==> src/hw/rtl/fvc_pkg.sv <==
// Shared types and constants of the frustum volume classifier.
// No dependencies; imported by every other file of the block.
`timescale 1ns / 1ps
`default_nettype none

package fvc_pkg;

   // Plane register file.
   localparam int NUM_PLANE_REGS = 6;
   localparam int PLANE_W        = 64;
   localparam int PLANE_IDX_W    = 3;
   localparam int COEF_W         = 16;
   localparam int NORMAL_FRAC    = 14;

   // Configuration port: 64-bit registers at byte address 8*i.
   localparam int CSR_ADDR_W     = 6;
   localparam int CSR_DATA_W     = 64;
   localparam int CSR_BYTE_BITS  = 3;

   // Defaults of the top level parameters.
   localparam int DEF_PLANE_COUNT = 6;
   localparam int DEF_COORD_BITS  = 16;

   // Volume type of an item.
   localparam int CMD_W = 2;
   localparam logic [CMD_W-1:0] CMD_POINT  = 2'd0;
   localparam logic [CMD_W-1:0] CMD_SPHERE = 2'd1;
   localparam logic [CMD_W-1:0] CMD_BOX    = 2'd2;

   // Result classes.
   localparam int VIS_W = 2;
   localparam logic [VIS_W-1:0] VIS_OUTSIDE   = 2'd0;
   localparam logic [VIS_W-1:0] VIS_INSIDE    = 2'd1;
   localparam logic [VIS_W-1:0] VIS_INTERSECT = 2'd2;

   // Load enables of the two register stages inside a plane distance unit.
   typedef struct packed {
      logic mul_en;
      logic sum_en;
   } fvc_stage_en_type;

endpackage

`default_nettype wire

==> src/hw/rtl/fvc_csr.sv <==
// Plane register file with its APB-style configuration port.
// Depends on fvc_pkg for register count, widths and address layout.
`timescale 1ns / 1ps
`default_nettype none

module fvc_csr (
   input  logic                           clock,
   input  logic                           reset,
   input  logic                           csr_psel,
   input  logic                           csr_penable,
   input  logic                           csr_pwrite,
   input  logic [fvc_pkg::CSR_ADDR_W-1:0] csr_paddr,
   input  logic [fvc_pkg::CSR_DATA_W-1:0] csr_pwdata,
   output logic [fvc_pkg::CSR_DATA_W-1:0] csr_prdata,
   output logic                           csr_pready,
   output logic [fvc_pkg::PLANE_W-1:0]    planes [fvc_pkg::NUM_PLANE_REGS]
);
   import fvc_pkg::*;

   logic [PLANE_W-1:0]     plane_ff [NUM_PLANE_REGS];
   logic [PLANE_W-1:0]     plane_in [NUM_PLANE_REGS];
   logic [PLANE_IDX_W-1:0] reg_idx;
   logic                   idx_valid;
   logic                   wr_en;

   assign reg_idx   = csr_paddr[CSR_ADDR_W-1:CSR_BYTE_BITS];
   assign idx_valid = (int'(reg_idx) < NUM_PLANE_REGS);
   assign wr_en     = csr_psel && csr_penable && csr_pwrite && idx_valid;
   assign csr_pready = 1'b1;

   always_comb begin
      for (int i = 0; i < NUM_PLANE_REGS; i++) begin
         plane_in[i] = (wr_en && (int'(reg_idx) == i)) ? csr_pwdata : plane_ff[i];
      end
   end

   always_ff @(posedge clock) begin
      for (int i = 0; i < NUM_PLANE_REGS; i++) begin
         if (reset) begin
            plane_ff[i] <= '0;
         end else begin
            plane_ff[i] <= plane_in[i];
         end
      end
   end

   // Addresses past the last plane read as zero.
   assign csr_prdata = idx_valid ? plane_ff[reg_idx] : '0;
   assign planes     = plane_ff;

endmodule

`default_nettype wire

==> config.mk <==
export PLATFORM = sky130hd
export DESIGN_NAME = fvc_csr
export DESIGN_NICKNAME = d
export VERILOG_FILES = /design/src/hw/rtl/fvc_pkg.sv /design/src/hw/rtl/fvc_csr.sv
export SDC_FILE = /design/constraint.sdc
export NUM_CORES = 1
export LEC_CHECK = 0
export BUFFER_PORTS_ARGS = -buffer_cell sky130_fd_sc_hd__buf_2
export CAP_MARGIN = 20
export CORE_AREA = 2 2 202 204
export CTS_BUF_LIST = sky130_fd_sc_hd__clkbuf_4 sky130_fd_sc_hd__clkbuf_8
export DETAILED_ROUTE_END_ITERATION = 8
export DIE_AREA = 0 0 204 206
export PLACE_DENSITY = 0.72
export SLEW_MARGIN = 15
export SYNTH_ARGS = -nofsm -noshare
export SYNTH_HDL_FRONTEND = slang
export SYNTH_SLANG_ARGS = --single-unit
==> constraint.sdc <==
create_clock -name clock -period 2.6 [get_ports clock]
set_input_delay 0.26 -clock clock [delete_from_list [all_inputs] [get_ports clock]]
set_output_delay 0.26 -clock clock [all_outputs]
set_load 0.02 [all_outputs]
==> out/metrics.csv <==
metric,value,unit
status,completed,
cts_sinks,384,
cts.htree.levels,2,
final_cells,2883,
use_met2,47.5,%
crit_buf_inv,1,
ios,524,
clkTransAtPathRegs,60,ps
drt_iter0_drc,985,
placed_area,21000,um2
critPathArrivalTime,1810,ps
grt_pass1_vias,15700,
critPathMaxFanout,3,
hold_buffers,69,
finalHoldViolCount,0,
via_per_inst,5.53,
endpoint_kind,output port,
synth_cell_types,24,
synthesis.nets,1846,
power_density,553,nW/um2
syn_area,18000,um2
synth_area_leaders,"dfxtp_1 (43%), mux2i_1 (25%), nand2b_1 (13%)",
crit_slowest_cell,dfxtp_1,
post_cts_buffers,0,
hpwl,40400,um
io_buffers,519,
cts_tree,done,
ys_ff_latch,384,
coreArea,40200,um2
area_growth,28.3,%
period_needed,2070,ps
grt_overflow,0,
clock_skew,0,ps
drc,0,
slowest_delay,340,ps
final_area,23100,um2
yosys_warnings,0,
drv_slew,0,
antenna_cells,0,
rsz0062_at_grt,no,
final_cell_mix,"buf_2 (516), mux2i_1 (448), nand2b_1 (384), dfxtp_1 (384), clkbuf_8 (76)",
nFillCells,3475,
met1_usage,34.0,%
setup-tns-final,0,ps
drive_above_1_share,31.6,%
wl_per_cell,21.6,um
cts_made_buffers,60,
period_share,79.8,%
die_area,42000,um2
syn_avg_cell_area,10.2,um2
drt-pass1-iter-count,8,
antenna_found_initial,1,
setup_viol,0,
cp_cell_sequence,mux2_2 -> nand2_1 -> o221ai_1 -> buf_2,
grt_max_degree,96,
synth_top_cell_area_share,42.8,%
ir_worst_vdd,0.000406,V
die-height,206,um
min_path_type,in -> reg,
tightest_slew,748,ps
post-route-util,57.4,%
fmax,482,MHz
clockRootBuffer,clkbuf_8,
dieWidth,204,um
slew-limit-headroom,50.1,%
rows,74,
crit_type,reg -> out,
grtUsageTotal,28.1,%
worstSkewPairLatency,640,ps
clock_path_buffers,3,
cap_violations,0,
cp.required,2340,ps
cts_resized,0,
routed_wl,62400,um
p_leak,12.0,nW
met3_usage,7.32,%
top_usage_layer,met2,
layout.nets,2377,
grt_first_pass_wirelength,91900,um
mostFrequentLayoutCell,buf_2,
gp_congestion,0.866,
vias,15900,
synth_top_cell_by_area,dfxtp_1,
start_util,44.7,%
antenna_left,0,
seq_area_frac_synth,42.8,%
worstSetupStartpointType,flop,
dp_cells,2703,
largest_reg_flops,384,
netlist_instances,1771,
crit_family,flip-flops,
==> report_power, final <==
| group | total, mW | internal [mW] | switching [mW] | leakage, nW |
|---|---|---|---|---|
| logic | 1.02 | 0.417 | 0.604 | 8.16 |
| registers | 5.97 | 5.93 | 0.0379 | 3.10 |
| clock network | 5.78 | 3.32 | 2.46 | 0.739 |
| total | 12.8 | 9.67 | 3.10 | 12.0 |
==> through the flow <==
stage | power (mW) | hold slack (ps) | setup slack (ps)
6_report | 12.8 | 77.8 | 526
5_1_grt | 13.1 | 66.2 | 468
4_1_cts | 12.8 | 15.6 | 525
3_5_place_dp | 7.02 | 478 | 602
3_3_place_gp | 7.00 | 470 | 618
2_1_floorplan | 6.67 | 408 | 946
==> Yosys cell counts <==
library cell  number
a21oi_1           64
and4_1             1
and4b_1            1
buf_1              4
buf_2             45
buf_4             19
buf_6             14
clkbuf_1          75
conb_1             1
dfxtp_1          384
mux2_2            64
mux2i_1          448
nand2_1           64
nand2_2            2
nand2_4            1
nand2b_1         386
nand3_1           65
nand3b_1           1
nand4b_1           1
nor2_2             1
nor2b_1            1
nor3_1             1
o21ai_0           64
o221ai_1          64
==> cell families after synthesis <==
family                 synth area share [%]
AOI/OAI and AO/OA                      6.68
buffers and inverters                  4.57
DFF                                    42.8
muxes                                  29.0
other                                0.0209
and+or+nand+nor                        17.0
==> per-layer routing <==
| metal | vias up | wire length (um) | share of wire (%) |
|---|---|---|---|
| met3 | 164 | 5420 | 8.7 |
| li1 | 7228 | - | - |
| met1 | 7783 | 25100 | 40 |
| met4 | 2 | 2210 | 3.5 |
| met2 | 764 | 29600 | 48 |
| met5 | - | 13 | 0.021 |
==> final timing paths <==
| path | startpoint | end | slack, ps | depth (start not counted) |
|---|---|---|---|---|
| worst min-delay path | reset | planes[315] | 80 | 2 |
| worst max-delay path | planes[360] | csr_prdata[40] | 530 | 4 |
| worst max register to register | planes[256] | planes[256] | 1370 | 3 |
| worst min register to register | planes[93] | planes[93] | 490 | 2 |
==> cell type report <==
type	count	area (um2)	area share, %
multi-input cells	1230	9530	41.3
flip-flops and latches	384	7690	33.3
repair buffers	626	3820	16.5
clock buffers	97	1200	5.22
well taps	532	666	2.89
clock inverters	14	170	0.738
(Power assumes the default switching activity.)
