==> src/hw/rtl/fvc_pkg.sv <==
// Shared types and constants of the frustum volume classifier.
// No dependencies; imported by every other file of the block.
`timescale 1ns / 1ps
`default_nettype none

package fvc_pkg;

   // Plane register file.
   localparam int NUM_PLANE_REGS = 6;
   localparam int PLANE_W        = 64;
   localparam int PLANE_IDX_W    = 3;
   localparam int COEF_W         = 16;
   localparam int NORMAL_FRAC    = 14;

   // Configuration port: 64-bit registers at byte address 8*i.
   localparam int CSR_ADDR_W     = 6;
   localparam int CSR_DATA_W     = 64;
   localparam int CSR_BYTE_BITS  = 3;

   // Defaults of the top level parameters.
   localparam int DEF_PLANE_COUNT = 6;
   localparam int DEF_COORD_BITS  = 16;

   // Volume type of an item.
   localparam int CMD_W = 2;
   localparam logic [CMD_W-1:0] CMD_POINT  = 2'd0;
   localparam logic [CMD_W-1:0] CMD_SPHERE = 2'd1;
   localparam logic [CMD_W-1:0] CMD_BOX    = 2'd2;

   // Result classes.
   localparam int VIS_W = 2;
   localparam logic [VIS_W-1:0] VIS_OUTSIDE   = 2'd0;
   localparam logic [VIS_W-1:0] VIS_INSIDE    = 2'd1;
   localparam logic [VIS_W-1:0] VIS_INTERSECT = 2'd2;

   // Load enables of the two register stages inside a plane distance unit.
   typedef struct packed {
      logic mul_en;
      logic sum_en;
   } fvc_stage_en_type;

endpackage

`default_nettype wire

==> src/hw/rtl/fvc_dist.sv <==
// Signed distance unit for one plane: corner selection and multiply stage,
// then the sum stage. Depends on fvc_pkg for plane layout and stage enables.
`timescale 1ns / 1ps
`default_nettype none

module fvc_dist #(
   parameter int COORD_BITS = fvc_pkg::DEF_COORD_BITS,
   parameter int DIST_W     = 34
) (
   input  logic                          clock,
   input  fvc_pkg::fvc_stage_en_type     stage_en,
   input  logic [fvc_pkg::PLANE_W-1:0]   plane,
   input  logic                          box_sel,
   input  logic signed [COORD_BITS-1:0]  lo_pt [3],
   input  logic signed [COORD_BITS-1:0]  hi_pt [3],
   output logic signed [DIST_W-1:0]      dist_pos,
   output logic signed [DIST_W-1:0]      dist_neg
);
   import fvc_pkg::*;

   localparam int PROD_W = COORD_BITS + COEF_W;

   logic signed [COEF_W-1:0]     coef [3];
   logic signed [COEF_W-1:0]     offset;
   logic signed [COORD_BITS-1:0] pos_pt [3];
   logic signed [COORD_BITS-1:0] neg_pt [3];
   logic signed [PROD_W-1:0]     prod_pos_in [3];
   logic signed [PROD_W-1:0]     prod_neg_in [3];
   logic signed [PROD_W-1:0]     prod_pos_ff [3];
   logic signed [PROD_W-1:0]     prod_neg_ff [3];
   logic signed [DIST_W-1:0]     offset_term;
   logic signed [DIST_W-1:0]     dist_pos_in;
   logic signed [DIST_W-1:0]     dist_neg_in;
   logic signed [DIST_W-1:0]     dist_pos_ff;
   logic signed [DIST_W-1:0]     dist_neg_ff;

   assign coef[0] = plane[COEF_W-1:0];
   assign coef[1] = plane[2*COEF_W-1:COEF_W];
   assign coef[2] = plane[3*COEF_W-1:2*COEF_W];
   assign offset  = plane[4*COEF_W-1:3*COEF_W];

   // For a box the positive vertex takes the maximum where the normal
   // component is non-negative; the negative vertex takes the other corner.
   always_comb begin
      for (int k = 0; k < 3; k++) begin
         pos_pt[k] = (box_sel && !coef[k][COEF_W-1]) ? hi_pt[k] : lo_pt[k];
         neg_pt[k] = (box_sel &&  coef[k][COEF_W-1]) ? hi_pt[k] : lo_pt[k];
         prod_pos_in[k] = PROD_W'(coef[k]) * PROD_W'(pos_pt[k]);
         prod_neg_in[k] = PROD_W'(coef[k]) * PROD_W'(neg_pt[k]);
      end
   end

   always_ff @(posedge clock) begin
      if (stage_en.mul_en) begin
         prod_pos_ff <= prod_pos_in;
         prod_neg_ff <= prod_neg_in;
      end
   end

   // The offset is in coordinate units and is scaled up to the product scale.
   assign offset_term = DIST_W'(offset) <<< NORMAL_FRAC;
   assign dist_pos_in = DIST_W'(prod_pos_ff[0]) + DIST_W'(prod_pos_ff[1])
                      + DIST_W'(prod_pos_ff[2]) + offset_term;
   assign dist_neg_in = DIST_W'(prod_neg_ff[0]) + DIST_W'(prod_neg_ff[1])
                      + DIST_W'(prod_neg_ff[2]) + offset_term;

   always_ff @(posedge clock) begin
      if (stage_en.sum_en) begin
         dist_pos_ff <= dist_pos_in;
         dist_neg_ff <= dist_neg_in;
      end
   end

   assign dist_pos = dist_pos_ff;
   assign dist_neg = dist_neg_ff;

endmodule

`default_nettype wire

==> config.mk <==
export PLATFORM = sky130hd
export DESIGN_NAME = fvc_dist
export DESIGN_NICKNAME = d
export VERILOG_FILES = /design/src/hw/rtl/fvc_pkg.sv /design/src/hw/rtl/fvc_dist.sv
export SDC_FILE = /design/constraint.sdc
export NUM_CORES = 2
export LEC_CHECK = 0
export BUFFER_PORTS_ARGS = -buffer_cell sky130_fd_sc_hd__buf_4
export CORE_MARGIN = 2
export CORE_UTILIZATION = 40
export DETAILED_ROUTE_END_ITERATION = 8
export SLEW_MARGIN = 20
export SYNTH_ARGS = -nofsm -noshare
export SYNTH_HDL_FRONTEND = slang
export SYNTH_SLANG_ARGS = --single-unit
==> constraint.sdc <==
create_clock -name clock -period 14.6 [get_ports clock]
set_input_delay 2.19 -clock clock [delete_from_list [all_inputs] [get_ports clock]]
set_output_delay 2.19 -clock clock [all_outputs]
set_load 0.05 [all_outputs]
==> results_dict.tcl <==
set metrics [dict create \
    dp_cells 9704 \
    clock_path_buffers 3 \
    wl_per_cell_um 19.8 \
    cts_setup_buffers 0 \
    cp_max_fo 18 \
    slowest_delay_ns 0.97 \
    netlist_top_cells_area "fa_1, edfxtp_1, ha_1" \
    finClkSkew_ns 0.0191 \
    hpwl_um 158000 \
    r2r-start "prod_neg_ff[2]$_DFFE_PP_" \
    cp.arrival_ns 9.98 \
    met3_length_um 8900 \
    hp-start "prod_pos_ff[1]$_DFFE_PP_" \
    period_minus_slack_ns 9.63 \
    io_buffers 231 \
    syn2layout_area_growth_pct 7.28 \
    hold_path.class "flip-flop to flip-flop" \
    grt_pass1_vias 54550 \
    grt_overflow_total 0 \
    yosysWarnings 0 \
    die_w_um 430 \
    start_util_pct 40.2 \
    tightest_slew_ns 1.13 \
    path_class "input pin to flip-flop" \
    htree_levels 2 \
    slowest_stage "nor2b_2" \
    synth_cells 7322 \
    synth-seq-cells 260 \
    drive_gt1_share_pct 5.92 \
    tritoncts "yes" \
    syn_area_per_cell_um2 9.93 \
    core_area_um2 181000 \
    synthTopCellsByCount "inv_1, fa_1, nand2_1, ha_1, nor2b_1" \
    die_h_um 430 \
    antenna_found_initial 19 \
    end_kind "flip-flop" \
    postLayoutCellArea_um2 78000 \
    wl_um 193000 \
    seqCellArea_um2 7810 \
    place.gp.congestion 0.881 \
    rrSetupSlack_ns 9.66 \
    routed_via_density 5.07 \
    cts_buffers 35 \
    synth-edff-count 260 \
    rsz0062_at_grt "no" \
    synth.distinct_cells 69 \
    fillers 17393 \
    grt_pass1_wl_um 311000 \
    ant_nets 0 \
    dr.pass1.iters 5 \
    status "completed" \
    drv_cap 0 \
    finalHoldViolCount 0 \
    gr-usage-all-layers_pct 21.6 \
    syn-cell-area_um2 72700 \
    grt_max_degree 80 \
    synth_top_area_share_pct 46.2 \
    clock_sinks 260 \
    clkTransAtPathRegs_ns 0.07 \
    cts_resized 0 \
    clock.fmax_mhz 104 \
    cp-start-kind "input pin" \
    setup-tns-final_ns 0 \
    dpl_cell_area_um2 76700 \
    ctsHoldBuffers 0 \
    drt-met1-wl_um 81500 \
    fp.dieArea_um2 185000 \
    clock_latency_ns 0.60 \
    relSlewSlack_pct 24.1 \
    num_vias 49528 \
    multi_input_area_um2 57500 \
    synth.largest_area_cell "fa_1" \
    met2_length_um 96000 \
    slew_viol_final 0 \
    required_ns 14.95 \
    crit_top_cell "fa_1" \
    drt_iter0_drc 2923 \
    startpoint "box_sel" \
    synth_nets 9742 \
    nNetsFinal 9791 \
    min_period_over_period_pct 66.0 \
    synth.most_common_cell "inv_1" \
    setup_viol 0 \
    drc_errors 0 \
    fin_cells 9777 \
    async_reset_ff_share_pct 0 \
    synth_ff_type "edfxtp_1" \
    ioPinCount 232 \
    root_buffer "clkbuf_16" \
    row_count 156 \
    synth-seq-area-share_pct 10.7 \
    top_layer_used "met5" \
]
[per-layer routing]
layer  vias up  GRT usage (%)
met5         -              0
met4         6           7.01
met3       251           2.30
met2      1139           36.8
met1     26134           29.0
li1      21998              -
[placed cells by master, fill, tap and decap left out, types with 24 or more instances in the layout]
| cell type | instances |
|---|---|
| nor2_1 | 180 |
| ha_1 | 580 |
| xor2_1 | 62 |
| o21ai_0 | 91 |
| clkbuf_16 | 35 |
| mux2i_1 | 27 |
| nand2_1 | 709 |
| o21bai_1 | 24 |
| nor2b_1 | 430 |
| xnor2_1 | 199 |
| a21o_1 | 91 |
| inv_1 | 1725 |
| edfxtp_1 | 260 |
| nand2b_1 | 89 |
| and2_1 | 351 |
| a21oi_1 | 177 |
| mux2_2 | 62 |
| a211oi_1 | 25 |
| buf_4 | 265 |
| nor3_1 | 32 |
| fa_1 | 1676 |
| or2_2 | 34 |
| nand3_1 | 32 |
| o21a_1 | 46 |
[metrics by stage]
step	worst slack, ns	utilization, %	hold WS [ns]
3_3_place_gp	4.17	42.5	0.727
3_5_place_dp	4.34	42.5	0.728
6_report	4.97	43.1	0.743
4_1_cts	4.90	43.1	0.750
5_1_grt	4.56	43.1	0.807
2_1_floorplan	5.17	-	0.680
[sequential cells by signal, summed over array words and instances (netlist names)]
signal / count
prod_neg_ff: 96
prod_pos_ff: 96
dist_pos: 34
dist_neg: 34
[final timing paths]
kind | endpoint | depth (start not counted)
setup / recovery | prod_pos_ff[31]$_DFFE_PP_ | 25
hold / removal | dist_pos[1]$_DFFE_PP_ | 2
setup reg to reg | dist_neg[26]$_DFFE_PP_ | 14
hold reg to reg | dist_pos[1]$_DFFE_PP_ | 2
[logic make-up (layout without fill, tap and decap cells)]
group / count (synthesis) / after routing / share of synthesized area [%]
xor+xnor: 261 / 261 / 3.14
mux: 97 / 97 / 1.44
other cells: 0 / 12 / 0
simple gates: 1916 / 1916 / 13.4
fa+ha+maj: 2256 / 2256 / 56.1
compound gates: 553 / 553 / 4.92
flops: 260 / 260 / 10.7
buf+inv: 1979 / 2052 / 10.2
[critical path, delay by kind of cell]
family / cells / cell delay (ns)
fa+ha+maj: 7 / 3.31
buf+inv: 5 / 0.50
compound gates: 4 / 0.96
simple gates: 7 / 2.04
mux: 1 / 0.83
xor+xnor: 1 / 0.09
[cell type report]
cell class	instances	area share (%)
Inverter	1725	8.30
Antenna cell	12	0.0385
Sequential cell	260	10.0
Multi-Input combinational cell	5083	73.7
Clock inverter	25	0.407
Clock buffer	36	1.13
Tap cell	2370	3.80
Timing Repair Buffer	266	2.57
Power is not shown: default switching activity piles up to over one toggle a cycle in this logic, so the estimate is an artifact.
